$ cat src/rtl/core/rbq_pkg.sv
// Shared constants, codes and controller/datapath interface types for the ring byte queue.
package rbq_pkg;

	// Storage geometry and field widths
	localparam int unsigned DEPTH     = 1024;
	localparam int unsigned PTR_W     = $clog2(DEPTH);
	localparam int unsigned CNT_W     = 11;
	localparam int unsigned OFS_W     = 10;
	localparam int unsigned BYTE_W    = 8;
	localparam int unsigned MAX_BURST = 64;
	localparam int unsigned BURST_W   = $clog2(MAX_BURST + 1);

	// Capacity register
	localparam logic [CNT_W-1:0] CAP_RESET = CNT_W'(1024);
	localparam logic [CNT_W-1:0] CAP_MIN   = CNT_W'(2);
	localparam logic             REG_CAPACITY = 1'b0;

	// Command codes
	localparam logic [2:0] CMD_PUSH  = 3'd0;
	localparam logic [2:0] CMD_POP   = 3'd1;
	localparam logic [2:0] CMD_PEEK  = 3'd2;
	localparam logic [2:0] CMD_DROP  = 3'd3;
	localparam logic [2:0] CMD_CLEAR = 3'd4;

	// Result status codes
	localparam logic [2:0] STAT_OK     = 3'd0;
	localparam logic [2:0] STAT_FULL   = 3'd1;
	localparam logic [2:0] STAT_NOROOM = 3'd2;
	localparam logic [2:0] STAT_EMPTY  = 3'd3;
	localparam logic [2:0] STAT_SHORT  = 3'd4;

	// Controller states
	typedef enum logic [1:0] {
		S_IDLE,
		S_EXEC,
		S_READ,
		S_EMIT
	} state_t;

	// Commands from controller to datapath
	typedef struct packed {
		logic take;
		logic single;
		logic start_burst;
		logic emit;
	} ctl_t;

	// Status from datapath to controller
	typedef struct packed {
		logic out_free;
		logic multi;
		logic last_byte;
		logic fill_over;
	} stat_t;

endpackage

$ cat src/rtl/core/rbq_ctrl.sv
// Controller state machine: sequences item intake, single results and byte bursts.
module rbq_ctrl (
	input  logic           clk,
	input  logic           arst_n,
	input  logic           s_tvalid,
	output logic           s_tready,
	input  rbq_pkg::stat_t stat,
	output rbq_pkg::ctl_t  ctl
);

	rbq_pkg::state_t state_q;
	rbq_pkg::state_t state_d;

	// Hold the state
	always_ff @(posedge clk or negedge arst_n) begin
		if (!arst_n) begin
			state_q <= rbq_pkg::S_IDLE;
		end else begin
			state_q <= state_d;
		end
	end

	// Advance the state
	always_comb begin
		state_d = state_q;
		unique case (state_q)
			rbq_pkg::S_IDLE: begin
				if (s_tvalid) begin
					state_d = rbq_pkg::S_EXEC;
				end
			end
			rbq_pkg::S_EXEC: begin
				priority if (stat.multi) begin
					state_d = rbq_pkg::S_READ;
				end else if (stat.out_free) begin
					state_d = rbq_pkg::S_IDLE;
				end else begin
					state_d = state_q;
				end
			end
			rbq_pkg::S_READ: begin
				state_d = rbq_pkg::S_EMIT;
			end
			rbq_pkg::S_EMIT: begin
				if (stat.out_free) begin
					state_d = stat.last_byte ? rbq_pkg::S_IDLE : rbq_pkg::S_READ;
				end
			end
			default: begin
				state_d = rbq_pkg::S_IDLE;
			end
		endcase
	end

	// Drive datapath commands
	always_comb begin
		s_tready        = (state_q == rbq_pkg::S_IDLE);
		ctl.take        = (state_q == rbq_pkg::S_IDLE) && s_tvalid;
		ctl.single      = (state_q == rbq_pkg::S_EXEC) && !stat.multi && stat.out_free;
		ctl.start_burst = (state_q == rbq_pkg::S_EXEC) && stat.multi;
		ctl.emit        = (state_q == rbq_pkg::S_EMIT) && stat.out_free;
	end

endmodule

$ cat config.mk
export PLATFORM = sky130hd
export DESIGN_NAME = rbq_ctrl
export DESIGN_NICKNAME = d
export VERILOG_FILES = /design/src/rtl/core/rbq_pkg.sv /design/src/rtl/core/rbq_ctrl.sv
export SDC_FILE = /design/constraint.sdc
export NUM_CORES = 1
export LEC_CHECK = 0
export ABC_AREA = 1
export CAP_MARGIN = 10
export CORE_AREA = 8 8 45 47
export CTS_CLUSTER_DIAMETER = 50
export DETAILED_ROUTE_END_ITERATION = 16
export DIE_AREA = 0 0 53 55
export DONT_BUFFER_PORTS = 1
export GPL_ROUTABILITY_DRIVEN = 0
export PLACE_DENSITY = 0.3
export SLEW_MARGIN = 5
export SYNTH_ARGS = -nofsm -noshare
export SYNTH_HDL_FRONTEND = slang
export SYNTH_SLANG_ARGS = --single-unit
$ cat constraint.sdc
create_clock -name clk -period 1.45 [get_ports clk]
set_clock_uncertainty 0.2 [all_clocks]
set_input_delay 0.145 -clock clk [delete_from_list [all_inputs] [get_ports clk]]
set_output_delay 0.145 -clock clk [all_outputs]
set_load 0.02 [all_outputs]
==> out/results.ini, run 1 <==
[sta]
hold_viol = 0
post-route-period-util_pct = 101
post-route-min-period_ns = 1.47
relSlewSlack_pct = 87.6
setup_ws_ns = -0.0153
maxSlewViolCount = 0
rsz0062_at_grt = true
setup_viol = 1
fmax_mhz = 682
tightest_slew_ns = 0.184

[worst_setup_path]
path_class = reg -> out
cp-start-kind = flip-flop
rr_startpoint = state_q[1]$_DFFE_PN0P_
endpoint_kind = primary output
r2r-end = state_q[1]$_DFFE_PN0P_
cp.arrival_ns = 1.12
crit_required_ns = 1.11
r2r_slack_ns = 0.19
r2r_cells = 6
cp_max_fo = 3

[power_and_ir_drop]
max-vdd-ir-drop_mv = 0.842
cellLeakagePower_uw = 0.000162
p_sw_uw = 273
power_frac_comb_pct = 61.0
p_seq_share_pct = 19.6
intPower_uw = 352
clkPwrFrac_pct = 19.4
powerDensity_nw_per_um2 = 1960
switching_share_pct = 43.7

[die]
start_util_pct = 10.8
ioPinCount = 12
die-height_microns = 55
row_count = 14
die_x_microns = 53
dieArea_sq_um = 2920
core_sq_um = 1380

[drt]
avgViaCountPerCell = 3.56
wl_met2_microns = 147
drt_iter0_markers = 4
wl_per_cell_microns = 9.25
drt-met1-wl_microns = 292
vias = 196
drcViolationCount = 0
dr.pass1.iters = 4
dr_wl_met3_microns = 69
top_layer = met3
postRouteAntennaNets = 0
finalWirelength_microns = 509

[synthesis]
netlist_top_cells_count = 5 x nand2_1, 4 x nand3_1, 3 x inv_1
synth_top_area_share_pct = 33.6
ys_async_sr_fraction_pct = 100
synth_flop_cell = dfrtp_1
synth_edf_count = 0
syn_inst = 23
ys_ff_latch = 2
synth_cell_types = 10
syn_area_sq_um = 149
synth.net_count = 30
synth_most_common_cell = nand2_1
yosysWarningCount = 0
yosysSeqAreaShare_pct = 33.6
synth_area_leader_cell = dfrtp_1
synth_area_per_cell_sq_um = 6.47
synthTopCellsByArea = dfrtp_1 34%, nand3_1 13%, nand2_1 13%

[placed_design]
dp_cells = 43
dp_worst_setup_slack_ns = 0.198
post-dp-hpwl_microns = 374
place_area_sq_um = 205
io_buffers = 0

[final_layout]
fin_cells = 55
stdcell_area_sq_um = 318
fin_nets = 48
top_register = state_q
area_growth_pct = 113
largest_reg_flops = 2
diodes = 0
n_fill_cell = 153
reg_top3 = state_q x2
drive_gt1_share_pct = 48.7

[clocking]
cts_sinks = 2
clockBufferDepth = 2
root_buffer = clkbuf_4
cts_buffers = 3
path_clk_slew_ns = 0.03
cts_tree = built
insertion_delay_ns = 0.22
htreeDepth = 1

[grt]
grt_pass1_vias = 186
antenna_found_initial = 0
overflow = 0
grt_pass1_wl_microns = 793
track_usage_pct = 3.72
grt_max_degree = 6

[min_path]
hold_depth = 5
hp-start = stat[1]
hold_path.class = in -> reg
whs_endpoint = state_q[1]$_DFFE_PN0P_

[flow_run]
cap_violations = 0

[run_status]
violations = negative setup slack
status = finished, violations left

worst max-delay path: stages (launching register included):
cell,delay (ns)
dfrtp_1,0.39
buf_4,0.14
nor3_1,0.19
buf_4,0.18
worst max-delay path by stage:
stage	from	to	slack, ns
detailed placement	state_q[0]$_DFFE_PN0P_	ctl[2]	0.20
floorplan	state_q[1]$_DFFE_PN0P_	ctl[0]	0.12
finish	state_q[0]$_DFFE_PN0P_	ctl[3]	-0.02
global placement	state_q[0]$_DFFE_PN0P_	ctl[2]	0.22
CTS	state_q[0]$_DFFE_PN0P_	ctl[2]	0.003
global route	state_q[1]$_DFFE_PN0P_	ctl[2]	-0.07
metrics by stage:
stage | util [%] | setup TNS (ns) | hold slack [ns] | total power [uW]
2_1_floorplan | - | 0 | -0.351 | 313
3_3_place_gp | 14.8 | 0 | -0.351 | 396
3_5_place_dp | 14.8 | 0 | -0.351 | 400
4_1_cts | 21.2 | 0 | 0.00118 | 584
5_1_grt | 23.0 | -0.143 | 0.0273 | 672
6_report | 23.0 | -0.0153 | 0.0160 | 624
routing by layer:
metal | up-vias | GRT usage [%]
li1 | 105 | -
met1 | 78 | 5.62
met2 | 13 | 3.32
met3 | 0 | 2.14
met4 | 0 | 2.59
met5 | - | 0
cell families (layout without fill, tap and decap cells):
group,Yosys count,count (layout),synth area share [%]
and+or+nand+nor,15,15,47.9
AOI/OAI and AO/OA,1,1,5.88
DFF,2,2,33.6
buffers and inverters,5,21,12.6
power by group through the flow:
stage / combinational (uW) / clock (uW) / sequential [uW]
after floorplan: 192 / 0 / 121
after global placement: 267 / 0 / 129
after detailed placement: 270 / 0 / 130
after CTS: 329 / 131 / 123
after global routing: 407 / 135 / 129
final: 381 / 121 / 123
what timing repair did:
item / CTS / global route
resized for setup: 1 / 2
buffers inserted: 2 / 2
hold endpoints to repair: 4 / 0
hold buffers: 5 / 0
endpoints found under the setup margin: 1 / 1
cloned: 0 / 0
layout make-up:
class,instances,area [sq um],area share [%]
Tap cell,16,20.0,6.30
Timing Repair Buffer,13,110,34.6
Multi-Input combinational cell,16,95.1,29.9
Clock buffer,3,22.5,7.09
Inverter,5,18.8,5.91
Sequential cell,2,51.3,16.1
placed cells by master, fill, tap and decap left out:
master	netlist	final
nor2_1	1	1
nand2_2	2	2
a21oi_2	1	1
nor4_4	0	1
dfrtp_2	0	1
inv_1	3	2
nand2_1	5	5
buf_4	0	8
dfrtp_1	2	1
nor3_1	2	2
clkbuf_4	0	3
dlygate4sd3_1	0	5
inv_2	2	3
nand3_1	4	4
(Power assumes the default switching activity.)
==> run 2, diff against run 1 <==
--- a/config.mk
+++ b/config.mk
@@ -13,7 +13,6 @@
 export DIE_AREA = 0 0 53 55
 export DONT_BUFFER_PORTS = 1
 export GPL_ROUTABILITY_DRIVEN = 0
-export PLACE_DENSITY = 0.3
 export SLEW_MARGIN = 5
 export SYNTH_ARGS = -nofsm -noshare
 export SYNTH_HDL_FRONTEND = slang
==> out/results.ini, run 2 (same netlist as run 1, synthesis figures left out) <==
[final_layout]
diodes = 0
drive_gt1_share_pct = 48.6
largest_reg_flops = 2
fin_nets = 46
reg_top3 = state_q x2
area_growth_pct = 103
layout_commonest_cell = dlygate4sd3_1
top_register = state_q
n_fill_cell = 159
final_cell_mix = 6 x dlygate4sd3_1, 5 x nand2_1, 5 x buf_4, 4 x nand3_1
fin_cells = 53

[worst_setup_path]
cp-endpoint = ctl[2]
path_class = reg -> out
r2r_slack_ns = 0.31
endpoint_kind = primary output
rr_startpoint = state_q[0]$_DFFE_PN0P_
crit_required_ns = 1.11
cp-start-kind = flip-flop
cp_max_fo = 6
r2r_cells = 5
crit_path_start = state_q[1]$_DFFE_PN0P_
r2r-end = state_q[1]$_DFFE_PN0P_
slowest_delay_ns = 0.44
cp.arrival_ns = 1.10
slowest_stage = dfrtp_2
path_cells = nor4_2 -> buf_4

[grt]
antenna_found_initial = 0
track_usage_pct = 4.43
grt_busiest_layer = met4
grt_pass1_vias = 205
met2_usage_pct = 5.47
grt_pass1_wl_microns = 855
grt_util_met1_pct = 4.10
use_met3_pct = 2.14
grt_max_degree = 7
overflow = 0

[die]
ioPinCount = 12
core_sq_um = 1380
start_util_pct = 10.8
dieArea_sq_um = 2920
die-height_microns = 55
row_count = 14
die_x_microns = 53

[sta]
setup_viol = 0
tns_ns = 0
setup_ws_ns = 0.00919
relSlewSlack_pct = 87.2
hold_ws_ns = -0.00109
maxSlewViolCount = 0
post-route-period-util_pct = 99.4
rsz0062_at_grt = true
post-route-min-period_ns = 1.44
hold_viol = 1
tightest_slew_ns = 0.190
fmax_mhz = 694

[clocking]
clockBufferDepth = 2
root_buffer = clkbuf_4
cts_tree = built
path_clk_slew_ns = 0.03
cts_buffers = 3
cts_sinks = 2
insertion_delay_ns = 0.23
htreeDepth = 1

[flow_run]
cap_violations = 0

[run_status]
status = finished, violations left
violations = negative hold slack

[power_and_ir_drop]
cellLeakagePower_uw = 0.000149
power_uw = 566
p_seq_share_pct = 23.2
clkPwrFrac_pct = 22.8
switching_share_pct = 45.2
power_frac_comb_pct = 53.9
p_sw_uw = 255
powerDensity_nw_per_um2 = 1870
max-vdd-ir-drop_mv = 0.591
intPower_uw = 310

[drt]
drt_iter0_markers = 0
wl_per_cell_microns = 9.32
drcViolationCount = 0
postRouteAntennaNets = 0
finalWirelength_microns = 494
avgViaCountPerCell = 3.66
dr.pass1.iters = 1
vias = 194

[placed_design]
io_buffers = 0
post-dp-hpwl_microns = 365
dp_worst_setup_slack_ns = 0.188
dp_cells = 43

[min_path]
hold_path.class = in -> reg

[run 2: cell types whose count changed in the layout (fill, tap and decap cells not counted)]
cell           change
dlygate4sd3_1      +1
buf_4              -3
dfrtp_1            -1
nor4_2             +1
nor4_4             -1
nor3_1             -1
dfrtp_2            +1
nor3_2             +1
[run 2: stage by stage]
step / instance area, sq um / utilization, %
final: 303 / 21.9
after floorplan: 155 / -
after CTS: 290 / 21.0
after detailed placement: 205 / 14.8
after global placement: 205 / 14.8
after global routing: 303 / 21.9
[run 2: per-layer routing]
layer  vias up  share of wire [%]
met4         0                5.1
met5         -                  0
li1        102                  -
met3         3                7.7
met2         9                 44
met1        80                 43
[run 2: worst max-delay path: cells and delay by family, from the launching register on]
kind,cells,cell delay [ns]
buffers and inverters,1,0.18
AND/OR/NAND/NOR,1,0.25
flip-flops,1,0.44
[run 2: worst min path at each step]
stage	startpoint	to	slack [ns]	cells past startpoint
after CTS	stat[2]	state_q[1]$_DFFE_PN0P_	0.006	4
after global placement	arst_n	state_q[0]$_DFFE_PN0P_	-0.35	0
after floorplan	arst_n	state_q[0]$_DFFE_PN0P_	-0.35	0
final	stat[2]	state_q[1]$_DFFE_PN0P_	-0.001	4
after detailed placement	arst_n	state_q[1]$_DFFE_PN0P_	-0.35	0
after global routing	stat[2]	state_q[1]$_DFFE_PN0P_	0.04	4
[run 2: power by group through the flow]
stage	clock [uW]	sequential, uW	combinational (uW)
2_1_floorplan	0	121	192
5_1_grt	139	138	341
4_1_cts	135	138	280
6_report	129	131	305
3_3_place_gp	0	133	262
3_5_place_dp	0	133	264
[run 2: final cells by class]
type / count / area (sq um) / share of cell area, %
timing repair buffer: 11 / 97.6 / 32.2
tap: 16 / 20.0 / 6.61
multi-input combinational: 16 / 91.3 / 30.2
inverter: 5 / 18.8 / 6.20
sequential: 2 / 52.6 / 17.4
clock buffer: 3 / 22.5 / 7.44
[run 2: timing repair]
action                                  CTS  global route
endpoints found under the setup margin    2             3
resized for setup                         2             2
hold buffers                              6             0
buffers inserted                          0             1
endpoints found under the hold margin     4             0
==> run 3, diff against run 2 <==
--- a/config.mk
+++ b/config.mk
@@ -13,6 +13,7 @@
 export DIE_AREA = 0 0 53 55
 export DONT_BUFFER_PORTS = 1
 export GPL_ROUTABILITY_DRIVEN = 0
+export RECOVER_POWER = 100
 export SLEW_MARGIN = 5
 export SYNTH_ARGS = -nofsm -noshare
 export SYNTH_HDL_FRONTEND = slang
==> out/results.ini, run 3 (same netlist as run 1, synthesis figures left out) <==
[worst_setup_path]
endpoint_kind = primary output
cp.arrival_ns = 1.10
cp-start-kind = flip-flop
r2r_slack_ns = 0.30
path_class = reg -> out
cp-endpoint = ctl[2]
crit_path_start = state_q[1]$_DFFE_PN0P_
crit_required_ns = 1.11
cp_max_fo = 6
r2r_cells = 5
rr_startpoint = state_q[0]$_DFFE_PN0P_
r2r-end = state_q[1]$_DFFE_PN0P_

[sta]
relSlewSlack_pct = 87.2
fmax_mhz = 694
post-route-min-period_ns = 1.44
hold_viol = 1
tns_ns = 0
maxSlewViolCount = 0
post-route-period-util_pct = 99.3
rsz0062_at_grt = true
tightest_slew_ns = 0.190
setup_viol = 0
hold_ws_ns = -0.00110

[final_layout]
fin_nets = 46
stdcell_area_sq_um = 300
diodes = 0
largest_reg_flops = 2
reg_top3 = state_q x2
layout_commonest_cell = dlygate4sd3_1
drive_gt1_share_pct = 48.6
top_register = state_q
final_cell_mix = 6 x dlygate4sd3_1, 5 x nand2_1, 4 x nand3_1, 4 x clkbuf_4
area_growth_pct = 102
fin_cells = 53

[die]
dieArea_sq_um = 2920
die-height_microns = 55
die_x_microns = 53
core_sq_um = 1380
ioPinCount = 12
row_count = 14
start_util_pct = 10.8

[grt]
grt_max_degree = 7
overflow = 0
grt_pass1_vias = 205
antenna_found_initial = 0
track_usage_pct = 4.43
grt_pass1_wl_microns = 855

[drt]
wl_per_cell_microns = 9.26
drt_iter0_markers = 0
dr.pass1.iters = 1
finalWirelength_microns = 491
vias = 195
drcViolationCount = 0
avgViaCountPerCell = 3.68
postRouteAntennaNets = 0

[min_path]
hold_path.class = in -> reg

[placed_design]
place_area_sq_um = 205
post-dp-hpwl_microns = 365
io_buffers = 0
dp_cells = 43

[power_and_ir_drop]
p_sw_uw = 254
cellLeakagePower_uw = 0.000148
intPower_uw = 299
max-vdd-ir-drop_mv = 0.542
power_frac_comb_pct = 53.0
switching_share_pct = 45.9
clkPwrFrac_pct = 23.3
p_seq_share_pct = 23.7
powerDensity_nw_per_um2 = 1840

[run_status]
violations = negative hold slack
status = finished, violations left

[clocking]
root_buffer = clkbuf_4
clockBufferDepth = 2
htreeDepth = 1
cts_buffers = 3
path_clk_slew_ns = 0.03
insertion_delay_ns = 0.23
cts_tree = built
cts_sinks = 2

[flow_run]
cap_violations = 0

==> run 3: through the flow <==
step | hold WS [ns] | setup WS, ns | total power, uW | utilization [%]
6_report | -0.00110 | 0.00994 | 553 | 21.7
5_1_grt | 0.0367 | -0.0299 | 606 | 21.7
4_1_cts | 0.00636 | -0.00883 | 553 | 21.0
3_5_place_dp | -0.350 | 0.188 | 397 | 14.8
3_3_place_gp | -0.350 | 0.199 | 395 | 14.8
2_1_floorplan | -0.351 | 0.118 | 313 | -
==> run 3: how the worst min path moves through the flow <==
stage / start / end / cells after the start
2_1_floorplan: arst_n / state_q[0]$_DFFE_PN0P_ / 0
3_3_place_gp: arst_n / state_q[0]$_DFFE_PN0P_ / 0
3_5_place_dp: arst_n / state_q[1]$_DFFE_PN0P_ / 0
4_1_cts: stat[2] / state_q[1]$_DFFE_PN0P_ / 4
5_1_grt: stat[2] / state_q[1]$_DFFE_PN0P_ / 4
6_report: stat[2] / state_q[1]$_DFFE_PN0P_ / 4
==> run 3: layer usage <==
metal  vias up  wire, microns  global-route usage, %
li1        101              -                      -
met1        82            211                   4.10
met2         9            215                   5.47
met3         3             38                   2.14
met4         0             25                   7.76
met5         -              0                      0
==> run 3: critical path, cell delays in order, from the launching register on <==
cell and delay [ns]:
dfrtp_2 0.44, nor4_2 0.25, buf_4 0.18
==> run 3: repair_timing <==
| action | 4_1_cts | 5_1_grt |
|---|---|---|
| resized for setup | 2 | 2 |
| cloned | 0 | 0 |
| hold endpoints to repair | 4 | 0 |
| hold buffers | 6 | 0 |
| setup buffers | 0 | 1 |
| pin swaps | 0 | 0 |
| setup endpoints to repair | 2 | 3 |
==> run 3: final cells by class <==
type | count | area, sq um
Timing Repair Buffer | 11 | 95.1
Clock buffer | 3 | 22.5
Multi-Input combinational cell | 16 | 91.3
Fill cell | 160 | 1080
Sequential cell | 2 | 52.6
Tap cell | 16 | 20.0
Inverter | 5 | 18.8
==> run 3: power groups by stage <==
stage	clock [uW]	combinational [uW]	sequential (uW)
2_1_floorplan	0	192	121
3_3_place_gp	0	262	133
3_5_place_dp	0	264	133
4_1_cts	135	280	138
5_1_grt	139	330	137
6_report	129	293	131
